## src/design/um_pdu_header_parser_top_assert.svh

```systemverilog
// ----------------------------------------------------------------------------
// Assertion macros for the PDU header parser
// Shorthands for clocked assertions that are switched off during reset.
// ----------------------------------------------------------------------------
`ifndef UM_PDU_HEADER_PARSER_TOP_ASSERT_SVH
`define UM_PDU_HEADER_PARSER_TOP_ASSERT_SVH

// The consequent must hold in the same cycle as the antecedent.
`define UMH_ASSERT_SAME(label, ante, cons) \
  label: assert property (@(posedge clk_i) disable iff (!rst_ni) (ante) |-> (cons)) \
    else $error("um_hdr assertion failed");

// The consequent must hold in the cycle after the antecedent.
`define UMH_ASSERT_NEXT(label, ante, cons) \
  label: assert property (@(posedge clk_i) disable iff (!rst_ni) (ante) |=> (cons)) \
    else $error("um_hdr assertion failed");

`endif

```

## src/design/um_hdr_pkg.sv

```systemverilog
// ----------------------------------------------------------------------------
// um_hdr_pkg
// Types and constants shared by the PDU header parser modules.
// ----------------------------------------------------------------------------
package um_hdr_pkg;

  localparam int unsigned MAX_LI_DEF = 16;

  localparam int unsigned LEN_W = 11;
  localparam int unsigned SEQ_W = 10;
  localparam int unsigned IDX_W = 4;

  typedef enum logic [2:0] {
    PH_IDLE,
    PH_SN_LOW,
    PH_LI_HI,
    PH_LI_MID,
    PH_LI_LOW,
    PH_PAYLOAD
  } phase_e;

  typedef enum logic [1:0] {
    KIND_FIXED,
    KIND_LI,
    KIND_PAYLOAD
  } item_kind_e;

  typedef struct packed {
    logic [7:0] data_byte;
    logic       pdu_start;
  } in_item_t;

  typedef struct packed {
    item_kind_e       kind;
    logic [1:0]       framing;
    logic [SEQ_W-1:0] seq;
    logic [LEN_W-1:0] lval;
    logic [IDX_W-1:0] lidx;
    logic [7:0]       pbyte;
    logic             last;
    logic             ovf;
  } result_t;

endpackage

```

## src/design/um_hdr_in_reg.sv

```systemverilog
// ----------------------------------------------------------------------------
// um_hdr_in_reg
// Input register: holds one received byte until the parser takes it.
// ----------------------------------------------------------------------------
module um_hdr_in_reg
  import um_hdr_pkg::*;
(
  input  logic     clk_i,
  input  logic     rst_ni,
  input  logic     in_valid_i,
  output logic     in_stall_o,
  input  in_item_t in_item_i,
  input  logic     take_i,
  output logic     valid_o,
  output in_item_t item_o
);

  logic     valid_q, valid_d;
  in_item_t item_q;
  logic     load;

  // The register may refill in the same cycle that the parser drains it.
  assign in_stall_o = valid_q && !take_i;
  assign load       = in_valid_i && !in_stall_o;

  always_comb begin
    valid_d = valid_q;
    if (load) begin
      valid_d = 1'b1;
    end else if (take_i) begin
      valid_d = 1'b0;
    end
  end

  always_ff @(posedge clk_i or negedge rst_ni) begin
    if (!rst_ni) begin
      valid_q <= 1'b0;
    end else begin
      valid_q <= valid_d;
    end
  end

  always_ff @(posedge clk_i) begin
    if (load) begin
      item_q <= in_item_i;
    end
  end

  assign valid_o = valid_q;
  assign item_o  = item_q;

endmodule

```

## src/design/um_hdr_core.sv

```systemverilog
// ----------------------------------------------------------------------------
// um_hdr_core
// Header parse state and the per-byte decode that forms one result.
// ----------------------------------------------------------------------------
module um_hdr_core
  import um_hdr_pkg::*;
#(
  parameter int unsigned MaxLi = MAX_LI_DEF
) (
  input  logic     clk_i,
  input  logic     rst_ni,
  input  logic     cfg_we_i,
  input  logic     cfg_wdata_i,
  input  logic     fire_i,
  input  in_item_t item_i,
  output logic     emit_o,
  output result_t  result_o
);

  localparam int unsigned LcW  = $clog2(MaxLi + 1);
  localparam int unsigned IdxW = (LcW > IDX_W) ? LcW : IDX_W;
  localparam logic [LcW-1:0] MaxLiC = LcW'(MaxLi);

  logic           sn_ten_bit_q;
  phase_e         phase_q, phase_d;
  logic [1:0]     held_framing_q, held_framing_d;
  logic [1:0]     held_seq_high_q, held_seq_high_d;
  logic [7:0]     held_seq_low_q, held_seq_low_d;
  logic           held_ext_q, held_ext_d;
  logic [6:0]     partial_q, partial_d;
  logic [LcW-1:0] length_count_q, length_count_d;
  logic           overflow_q, overflow_d;

  logic [IdxW-1:0] take_pos;
  logic [LcW-1:0]  take_count;
  logic            take_ovf;
  logic [7:0]      b;
  logic            pay_emit;

  assign b = item_i.data_byte;

  // Position for a completed length indicator; the count saturates at MaxLi.
  always_comb begin
    if (length_count_q >= MaxLiC) begin
      take_pos   = IdxW'(MaxLi - 1);
      take_count = MaxLiC;
      take_ovf   = 1'b1;
    end else begin
      take_pos   = IdxW'(length_count_q);
      take_count = length_count_q + LcW'(1);
      take_ovf   = overflow_q;
    end
  end

  always_comb begin
    phase_d         = phase_q;
    held_framing_d  = held_framing_q;
    held_seq_high_d = held_seq_high_q;
    held_seq_low_d  = held_seq_low_q;
    held_ext_d      = held_ext_q;
    partial_d       = partial_q;
    length_count_d  = length_count_q;
    overflow_d      = overflow_q;
    emit_o          = 1'b0;
    result_o.kind   = KIND_FIXED;
    result_o.lval   = '0;
    result_o.lidx   = '0;
    result_o.pbyte  = '0;
    result_o.last   = 1'b0;

    if (fire_i) begin
      if (item_i.pdu_start) begin
        length_count_d = '0;
        overflow_d     = 1'b0;
        partial_d      = '0;
        if (sn_ten_bit_q) begin
          // The top three bits are reserved; the fixed result waits for byte two.
          held_framing_d  = b[4:3];
          held_ext_d      = b[2];
          held_seq_high_d = b[1:0];
          held_seq_low_d  = '0;
          phase_d         = PH_SN_LOW;
        end else begin
          held_framing_d  = b[7:6];
          held_seq_high_d = '0;
          held_seq_low_d  = {3'b000, b[4:0]};
          held_ext_d      = 1'b0;
          phase_d         = b[5] ? PH_LI_HI : PH_PAYLOAD;
          emit_o          = 1'b1;
          result_o.last   = !b[5];
        end
      end else begin
        case (phase_q)
          PH_SN_LOW: begin
            held_seq_low_d = b;
            held_ext_d     = 1'b0;
            phase_d        = held_ext_q ? PH_LI_HI : PH_PAYLOAD;
            emit_o         = 1'b1;
            result_o.last  = !held_ext_q;
          end
          PH_LI_HI: begin
            held_ext_d = b[7];
            partial_d  = b[6:0];
            phase_d    = PH_LI_MID;
          end
          PH_LI_MID: begin
            length_count_d = take_count;
            overflow_d     = take_ovf;
            emit_o         = 1'b1;
            result_o.kind  = KIND_LI;
            result_o.lval  = {partial_q, b[7:4]};
            result_o.lidx  = take_pos[IDX_W-1:0];
            result_o.last  = !held_ext_q;
            if (held_ext_q) begin
              held_ext_d = b[3];
              partial_d  = {4'b0000, b[2:0]};
              phase_d    = PH_LI_LOW;
            end else begin
              // The low nibble is padding after an odd count.
              held_ext_d = 1'b0;
              phase_d    = PH_PAYLOAD;
            end
          end
          PH_LI_LOW: begin
            length_count_d = take_count;
            overflow_d     = take_ovf;
            held_ext_d     = 1'b0;
            phase_d        = held_ext_q ? PH_LI_HI : PH_PAYLOAD;
            emit_o         = 1'b1;
            result_o.kind  = KIND_LI;
            result_o.lval  = {partial_q[2:0], b};
            result_o.lidx  = take_pos[IDX_W-1:0];
            result_o.last  = !held_ext_q;
          end
          PH_PAYLOAD: begin
            emit_o         = 1'b1;
            result_o.kind  = KIND_PAYLOAD;
            result_o.pbyte = b;
          end
          default: begin
            phase_d = PH_IDLE;
          end
        endcase
      end
    end

    result_o.framing = held_framing_d;
    result_o.seq     = {held_seq_high_d, held_seq_low_d};
    result_o.ovf     = overflow_d;
  end

  always_ff @(posedge clk_i or negedge rst_ni) begin
    if (!rst_ni) begin
      sn_ten_bit_q    <= 1'b0;
      phase_q         <= PH_IDLE;
      held_framing_q  <= '0;
      held_seq_high_q <= '0;
      held_seq_low_q  <= '0;
      held_ext_q      <= 1'b0;
      partial_q       <= '0;
      length_count_q  <= '0;
      overflow_q      <= 1'b0;
    end else begin
      if (cfg_we_i) begin
        sn_ten_bit_q <= cfg_wdata_i;
      end
      phase_q         <= phase_d;
      held_framing_q  <= held_framing_d;
      held_seq_high_q <= held_seq_high_d;
      held_seq_low_q  <= held_seq_low_d;
      held_ext_q      <= held_ext_d;
      partial_q       <= partial_d;
      length_count_q  <= length_count_d;
      overflow_q      <= overflow_d;
    end
  end

  assign pay_emit = emit_o && (result_o.kind == KIND_PAYLOAD);

`include "um_pdu_header_parser_top_assert.svh"

  `UMH_ASSERT_SAME(a_count_bounded, 1'b1, length_count_q <= MaxLiC)
  `UMH_ASSERT_SAME(a_ovf_saturated, overflow_q, length_count_q == MaxLiC)
  `UMH_ASSERT_SAME(a_payload_phase, pay_emit, phase_q == PH_PAYLOAD && !item_i.pdu_start)
  `UMH_ASSERT_SAME(a_last_ends_hdr, emit_o && result_o.last, phase_d == PH_PAYLOAD)

endmodule

```

## src/design/um_hdr_out_reg.sv

```systemverilog
// ----------------------------------------------------------------------------
// um_hdr_out_reg
// Result register: holds one result until the receiving side takes it.
// ----------------------------------------------------------------------------
module um_hdr_out_reg
  import um_hdr_pkg::*;
(
  input  logic    clk_i,
  input  logic    rst_ni,
  input  logic    load_i,
  input  result_t result_i,
  input  logic    out_stall_i,
  output logic    out_valid_o,
  output logic    free_o,
  output result_t result_o
);

  logic    valid_q, valid_d;
  result_t result_q;

  // Free when empty or when the held item leaves at this edge.
  assign free_o = !valid_q || !out_stall_i;

  always_comb begin
    valid_d = valid_q && out_stall_i;
    if (load_i) begin
      valid_d = 1'b1;
    end
  end

  always_ff @(posedge clk_i or negedge rst_ni) begin
    if (!rst_ni) begin
      valid_q <= 1'b0;
    end else begin
      valid_q <= valid_d;
    end
  end

  always_ff @(posedge clk_i) begin
    if (load_i) begin
      result_q <= result_i;
    end
  end

  assign out_valid_o = valid_q;
  assign result_o    = result_q;

endmodule

```

## src/design/um_pdu_header_parser_top.sv

```systemverilog
// ----------------------------------------------------------------------------
// um_pdu_header_parser_top
// UM data PDU header parser: fixed header, length indicators, payload bytes.
// ----------------------------------------------------------------------------
//   Channel   Direction   Handshake                  Payload
//   input     in          in_valid_i / in_stall_o    data_byte_i, pdu_start_i
//   result    out         out_valid_o / out_stall_i  item_kind_o .. li_overflow_o
//   config    in          cfg_we_i                   cfg_wdata_i (sn_ten_bit)
//
// One byte is accepted per cycle unless a stall holds it; it is registered, then parsed.
// The rate is set by the single parse stage between input and result registers.
// Reset clears the parse state, the configuration bit and both valid flags.
// A stall on the result side holds the result register and, once the input
// register is also full, raises in_stall_o in the same cycle.
// ----------------------------------------------------------------------------
module um_pdu_header_parser_top
  import um_hdr_pkg::*;
#(
  parameter int unsigned MaxLi = MAX_LI_DEF
) (
  input  logic             clk_i,
  input  logic             rst_ni,
  input  logic             cfg_we_i,
  input  logic             cfg_wdata_i,
  input  logic             in_valid_i,
  output logic             in_stall_o,
  input  logic [7:0]       data_byte_i,
  input  logic             pdu_start_i,
  output logic             out_valid_o,
  input  logic             out_stall_i,
  output logic [1:0]       item_kind_o,
  output logic [1:0]       framing_info_o,
  output logic [SEQ_W-1:0] seq_number_o,
  output logic [LEN_W-1:0] length_value_o,
  output logic [IDX_W-1:0] length_index_o,
  output logic [7:0]       payload_byte_o,
  output logic             header_last_o,
  output logic             li_overflow_o
);

  in_item_t in_item, stage_item;
  logic     stage_valid;
  logic     out_free;
  logic     fire;
  logic     emit;
  result_t  core_result, out_result;

  assign in_item.data_byte = data_byte_i;
  assign in_item.pdu_start = pdu_start_i;

  // A byte is parsed once the result register can take what it produces.
  assign fire = stage_valid && out_free;

  um_hdr_in_reg u_in_reg (
    .clk_i     (clk_i),
    .rst_ni    (rst_ni),
    .in_valid_i(in_valid_i),
    .in_stall_o(in_stall_o),
    .in_item_i (in_item),
    .take_i    (fire),
    .valid_o   (stage_valid),
    .item_o    (stage_item)
  );

  um_hdr_core #(
    .MaxLi(MaxLi)
  ) u_core (
    .clk_i      (clk_i),
    .rst_ni     (rst_ni),
    .cfg_we_i   (cfg_we_i),
    .cfg_wdata_i(cfg_wdata_i),
    .fire_i     (fire),
    .item_i     (stage_item),
    .emit_o     (emit),
    .result_o   (core_result)
  );

  um_hdr_out_reg u_out_reg (
    .clk_i      (clk_i),
    .rst_ni     (rst_ni),
    .load_i     (emit),
    .result_i   (core_result),
    .out_stall_i(out_stall_i),
    .out_valid_o(out_valid_o),
    .free_o     (out_free),
    .result_o   (out_result)
  );

  assign item_kind_o    = out_result.kind;
  assign framing_info_o = out_result.framing;
  assign seq_number_o   = out_result.seq;
  assign length_value_o = out_result.lval;
  assign length_index_o = out_result.lidx;
  assign payload_byte_o = out_result.pbyte;
  assign header_last_o  = out_result.last;
  assign li_overflow_o  = out_result.ovf;

`include "um_pdu_header_parser_top_assert.svh"

  `UMH_ASSERT_SAME(a_stall_cause, in_stall_o, out_valid_o && out_stall_i)
  `UMH_ASSERT_SAME(a_fire_needs_item, emit, fire)
  `UMH_ASSERT_NEXT(a_emit_shows, emit, out_valid_o)

endmodule

```

## config.mk

```make
export PLATFORM = sky130hd
export DESIGN_NAME = um_pdu_header_parser_top
export DESIGN_NICKNAME = d
export VERILOG_FILES = /design/src/design/um_hdr_pkg.sv /design/src/design/um_hdr_in_reg.sv /design/src/design/um_hdr_core.sv /design/src/design/um_hdr_out_reg.sv /design/src/design/um_pdu_header_parser_top.sv
export VERILOG_INCLUDE_DIRS = /design/src /design/src/design
export SDC_FILE = /design/constraint.sdc
export NUM_CORES = 1
export LEC_CHECK = 0
export BUFFER_PORTS_ARGS = -buffer_cell sky130_fd_sc_hd__buf_2
export CAP_MARGIN = 20
export CORE_MARGIN = 1
export CORE_UTILIZATION = 47
export CTS_CLUSTER_SIZE = 8
export DETAILED_ROUTE_END_ITERATION = 6
export PLACE_DENSITY = 0.68
export SLEW_MARGIN = 15
export SYNTH_ARGS = -nofsm -noshare
export SYNTH_HDL_FRONTEND = slang
export SYNTH_HIERARCHICAL = 1
export SYNTH_SLANG_ARGS = --single-unit
```

## constraint.sdc

```tcl
create_clock -name clk_i -period 4.82 [get_ports clk_i]
set_clock_uncertainty 0.1 [all_clocks]
set_input_delay 1.446 -clock clk_i [delete_from_list [all_inputs] [get_ports clk_i]]
set_output_delay 1.446 -clock clk_i [all_outputs]
set_load 0.01 [all_outputs]
```

* Yosys cells after proc, flatten, opt, wreduce, memory -nomap -nowiden
Cells that the tools add are included.
Word-level totals: register bits after elaboration 80, bits of input ports 15, output and inout port bits 41, logic and storage cells 100
Cells by class: add/subtract/negate cells 1, order comparisons 1, eq/ne operators 7, mux-type cells 43, bitwise operators 2, reductions and logical operators 25
Operators with widths (number):
- 15-bit one-hot mux with 2 select lines | 1
- 8-bit 2-to-1 mux | 3
- 5-bit 2-to-1 mux | 4
- 1-bit 2-to-1 mux | 18
- 7-bit 2-to-1 mux | 2
- 7-bit one-hot mux with 2 select lines | 1
- 2-bit 2-to-1 mux | 6
- 3-bit 2-to-1 mux | 4
- 3-bit one-hot mux with 4 select lines | 1
- 3-bit by 2-bit equality test with 1-bit output, second input constant | 2
- 3-bit equality test, second input constant | 2
- 1-bit zero test | 6
- 2-bit AND reduction | 3
- 2-bit OR reduction | 3
- 3-bit OR reduction | 2
- 5-bit by 1-bit adder with 5-bit output, second input constant | 1
- 5-bit greater-or-equal comparator, second input constant | 1
- 1-bit logical AND | 4
- 4-bit 2-to-1 mux | 1
- 2-bit one-hot mux with 2 select lines | 1
- 2-bit nonzero test | 2
- 4-bit nonzero test | 1
- 4-bit OR reduction | 1
- 3-bit by 1-bit equality test with 1-bit output, second input constant | 1
- 7 further kinds | 8

* Longest topological paths before layout
depth after elaboration 8, gate-level depth with buffers 8

* Cells and area by module
The synthesis kept the hierarchy.
By module, submodules not included:
- um_hdr_core | instances 1, cells an instance 222, area each 1868.0 um^2, sequential area each 750.7 um^2
- um_hdr_out_reg | instances 1, cells an instance 42, area each 1207.4 um^2, sequential area each 1196.1 um^2
- um_hdr_in_reg | instances 1, cells an instance 14, area each 327.8 um^2, sequential area each 295.3 um^2
- um_pdu_header_parser_top | instances 1, cells an instance 1, area each 6.3 um^2, sequential area each 0.0 um^2

* Worst setup path before layout
OpenSTA, ideal clock, no wires.
path kind in2reg, start input port out_stall_i, end register u_out_reg.result_q, in the netlist u_out_reg/result_o[0], enable pin, library setup time 437 ps, data arrival time 3677 ps, data required time 4283 ps, setup slack 606 ps, stages 5, path through nand2_1 and2_1 buf_2 clkinv_1 nor2_1
Between the ends: cells in the longest elaborated chain, start to end 4
Ends and longest elaborated chain:
- start: declaration | line um_pdu_header_parser_top.sv:30 | input logic out_stall_i,
- 1-bit zero test | line um_hdr_out_reg.sv:22 | assign free_o = !valid_q || !out_stall_i;
- 1-bit logical OR | line um_hdr_out_reg.sv:22
- 1-bit logical AND | line um_pdu_header_parser_top.sv:52 | assign fire = stage_valid && out_free;
- via fire | line um_pdu_header_parser_top.sv:44 | logic fire;
- 1-bit 2-to-1 mux | line um_hdr_core.sv:71 | if (fire_i) begin
- via emit | line um_pdu_header_parser_top.sv:45 | logic emit;
- end signal: assignment | line um_hdr_out_reg.sv:41 | result_q <= result_i;
- end: declaration | line um_hdr_out_reg.sv:19 | result_t result_q;
The timed path passes the listed nets, and every way through them passes these cells. A chain may end at the register's enable or synchronous reset.

* Worst setup path in the final report
start input port out_stall_i, end output port in_stall_o
Between the ends: cells in the longest elaborated chain, start to end 5
Ends and longest elaborated chain:
- 1-bit zero test | line um_hdr_out_reg.sv:22
- 1-bit logical OR | line um_hdr_out_reg.sv:22
- via out_free | line um_pdu_header_parser_top.sv:43 | logic out_free;
- 1-bit logical AND | line um_pdu_header_parser_top.sv:52
- via fire | line um_pdu_header_parser_top.sv:44
- 1-bit zero test | line um_hdr_in_reg.sv:23 | assign in_stall_o = valid_q && !take_i;
- 1-bit logical AND | line um_hdr_in_reg.sv:23
- end: declaration | line um_pdu_header_parser_top.sv:26 | output logic in_stall_o,
The timed path passes the listed nets, and every way through them passes these cells.

==> results.yml <==
route:
  postRouteWirelength_um: 6570
  drtAntennaViolNets: 0
  dr.pass1.iters: 4
  vias: 2264
  avgViaCountPerCell: 5.29
  drc: 0
  wl_per_cell_um: 15.3
  first_iter_violations: 137
timing:
  maxSlewHeadroom_pct: 32.7
  hold_violations: 0
  fmax_mhz: 264
  setup_viol: 0
  rsz0062_at_grt: "no"
  tightest_slew_ns: 1.00
  finalCritPeriodShare_pct: 78.6
  final_max_slew_viol_count: 0
  setup_tns_ns: 0
  period_minus_slack_ns: 3.79
synth:
  synth_cell_types: 53
  ys_seq_area_share_pct: 65.8
  synthTopCellsByArea: "edfxtp_1 42%, dfrtp_1 23%, nor2_1 2.9%"
  synth_edf_count: 48
  yosysMostFrequentCell: "edfxtp_1"
  synth_common_cells: "48 x edfxtp_1, 32 x dfrtp_1, 26 x nor2_1, 24 x nand2_1, 14 x o21ai_0"
  netlist.area_leader.share_pct: 42.3
  netlist_instances: 279
  yosysTopAreaCell: "edfxtp_1"
  synth_nets: 296
  yosys_register_bits: 80
  synth_warnings: 6
  async_flop_share_pct: 40.0
  syn_area_mm2: 0.00341
  synth_ff_type: "edfxtp_1"
  postSynthAreaPerCell_um2: 12.2
worst_setup_path:
  path_max_fanout: 18
  worstSetupPathType: "primary input to primary output"
  cp.required_ns: 3.27
  crit_chain: "buf_2, nand2_1, and2_1, buf_4, nand2b_4, inv_1, buf_2"
  end_kind: "primary output"
  slowest_delay_ns: 0.21
  cp_top_family: "buffers and inverters"
  crit_arrival_ns: 2.24
  critical-path-slowest-cell: "buf_4"
  path_common_cell: "buf_2"
  crit_buf_inv: 4
  start_kind: "primary input"
floorplan:
  ios: 56
  die-area_mm2: 0.00760
  fp.coreArea_mm2: 0.00691
  start_util_pct: 49.4
  rows: 30
  fp.dieH_um: 87.2
  die_x_um: 87.2
final_layout:
  nets: 344
  syn_to_final_growth_pct: 16.0
  drive_above_1_share_pct: 24.4
  multi_input_area_mm2: 0.00105
  fin_util_pct: 57.3
  n_fill_cell: 624
  finalNonFillerCells: 428
  antenna_cells: 0
  layout.area.seq_mm2: 0.00224
placed_design:
  gp_congestion: 0.766
  dpl.hpwl_um: 4280
  io_buffers: 55
  dp.cells: 412
clock_network:
  path_clk_slew_ns: 0.08
  cts_root_buf: "clkbuf_8"
  cts_buffer_depth: 2
  insertion_delay_ns: 0.35
  cts_setup_buffers: 0
  cts_tree: "yes"
  cts.sinks: 80
  ctsResizeCount: 0
  htree_levels: 3
  cts_buffers: 9
  cts_hold_buf: 0
global_route:
  grt_overflow: 0
  antenna_found_initial: 0
  grt_use_total_pct: 19.1
  grt_pass1_wl_um: 10500
  grt_max_degree: 38
  grt_pass1_vias: 2115
power:
  power.density_mw_per_mm2: 570
  peakVddDrop_uv: 250
  total_power_mw: 2.25
  p_leak_nw: 1.61
min_path:
  hold_path.class: "flip-flop to flip-flop"
run_status:
  status: "finished, final reports clean"
run:
  max_cap_violations: 0
[flip-flops by register name (all words and copies together), names as in the netlist]
register and flops:
u_core/held_seq_low_q 8, u_out_reg/out_valid_o 1, u_core/length_count_q 5, u_out_reg/result_o 39, u_core/overflow_q 1, u_in_reg/item_o 9
u_core/phase_q 3, u_core/held_ext_q 1, u_in_reg/valid_o 1, u_core/held_framing_q 2, u_core/partial_q 7, u_core/held_seq_high_q 2
u_core/sn_ten_bit_q 1
[stage by stage]
step	hold WS (ns)	setup WS, ns	instance area, um2
detailed placement	0.379	1.03	3730
global placement	0.372	1.03	3730
global route	0.427	0.971	3960
CTS	0.398	1.03	3960
floorplan	0.351	0.606	3410
finish	0.394	1.03	3960
[placed cells by master, fill, tap and decap left out, drive strengths merged, types with 5 or more instances in the layout]
cell / count
nor2: 26
a22o: 6
inv: 6
nor3b: 5
and2: 10
nand2b: 8
nand2: 24
edfxtp: 48
buf: 57
dfrtp: 32
clkbuf: 11
nor3: 5
a21oi: 10
o21ai: 19
a22oi: 11
nor2b: 6
[layer usage]
| metal | track usage (%) | vias up | routed length (um) |
|---|---|---|---|
| met5 | 0 | - | 0 |
| met3 | 5.12 | 9 | 313 |
| met1 | 24.6 | 1100 | 2930 |
| met2 | 31.0 | 55 | 3230 |
| met4 | 7.75 | 0 | 95 |
| li1 | - | 1100 | - |
[worst register-to-register path, delay by kind of cell, from the launching register on]
family	cells	cell delay (ns)
simple gates	2	1.22
compound gates	2	0.32
flops	1	0.59
[kinds of logic (layout without fill, tap and decap cells)]
family / after synthesis / after routing / synth area share, %
buffers and inverters: 27 / 80 / 3.52
DFF: 80 / 80 / 65.8
muxes: 4 / 4 / 1.25
AOI/OAI and AO/OA: 63 / 63 / 12.3
adders and majority gates: 2 / 2 / 0.734
and+or+nand+nor: 103 / 103 / 16.4
[final timing paths]
path | startpoint | to | cells past startpoint | slack, ns
min in group asynchronous | rst_ni | u_core/length_count_q[1]$_DFFE_PN0P_ | 1 | 1.05
setup / recovery | out_stall_i | in_stall_o | 7 | 1.03
hold / removal | u_core/held_seq_high_q[1]$_DFF_PN0_ | u_core/held_seq_high_q[1]$_DFF_PN0_ | 2 | 0.39
setup reg to reg | u_core/phase_q[2]$_DFFE_PN0P_ | u_out_reg/result_o[0]$_DFFE_PP_ | 4 | 2.41
hold reg to reg | u_core/held_seq_high_q[1]$_DFF_PN0_ | u_core/held_seq_high_q[1]$_DFF_PN0_ | 2 | 0.39
max in group asynchronous | rst_ni | u_core/partial_q[2]$_DFFE_PN0P_ | 1 | 3.10
[final cells by class]
class	instances	area share, %
clock buffer	11	3.57
clock inverter	5	2.02
inverter	7	0.664
multi-input combinational	172	26.7
sequential	80	56.7
tap	96	3.04
timing repair buffer	57	7.34
[where the power goes]
part / internal (mW) / switching [mW]
Combinational: 0.242 / 0.364
Clock: 0.305 / 0.238
Sequential: 0.959 / 0.146
Total: 1.51 / 0.747
(Power assumes the default switching activity.)
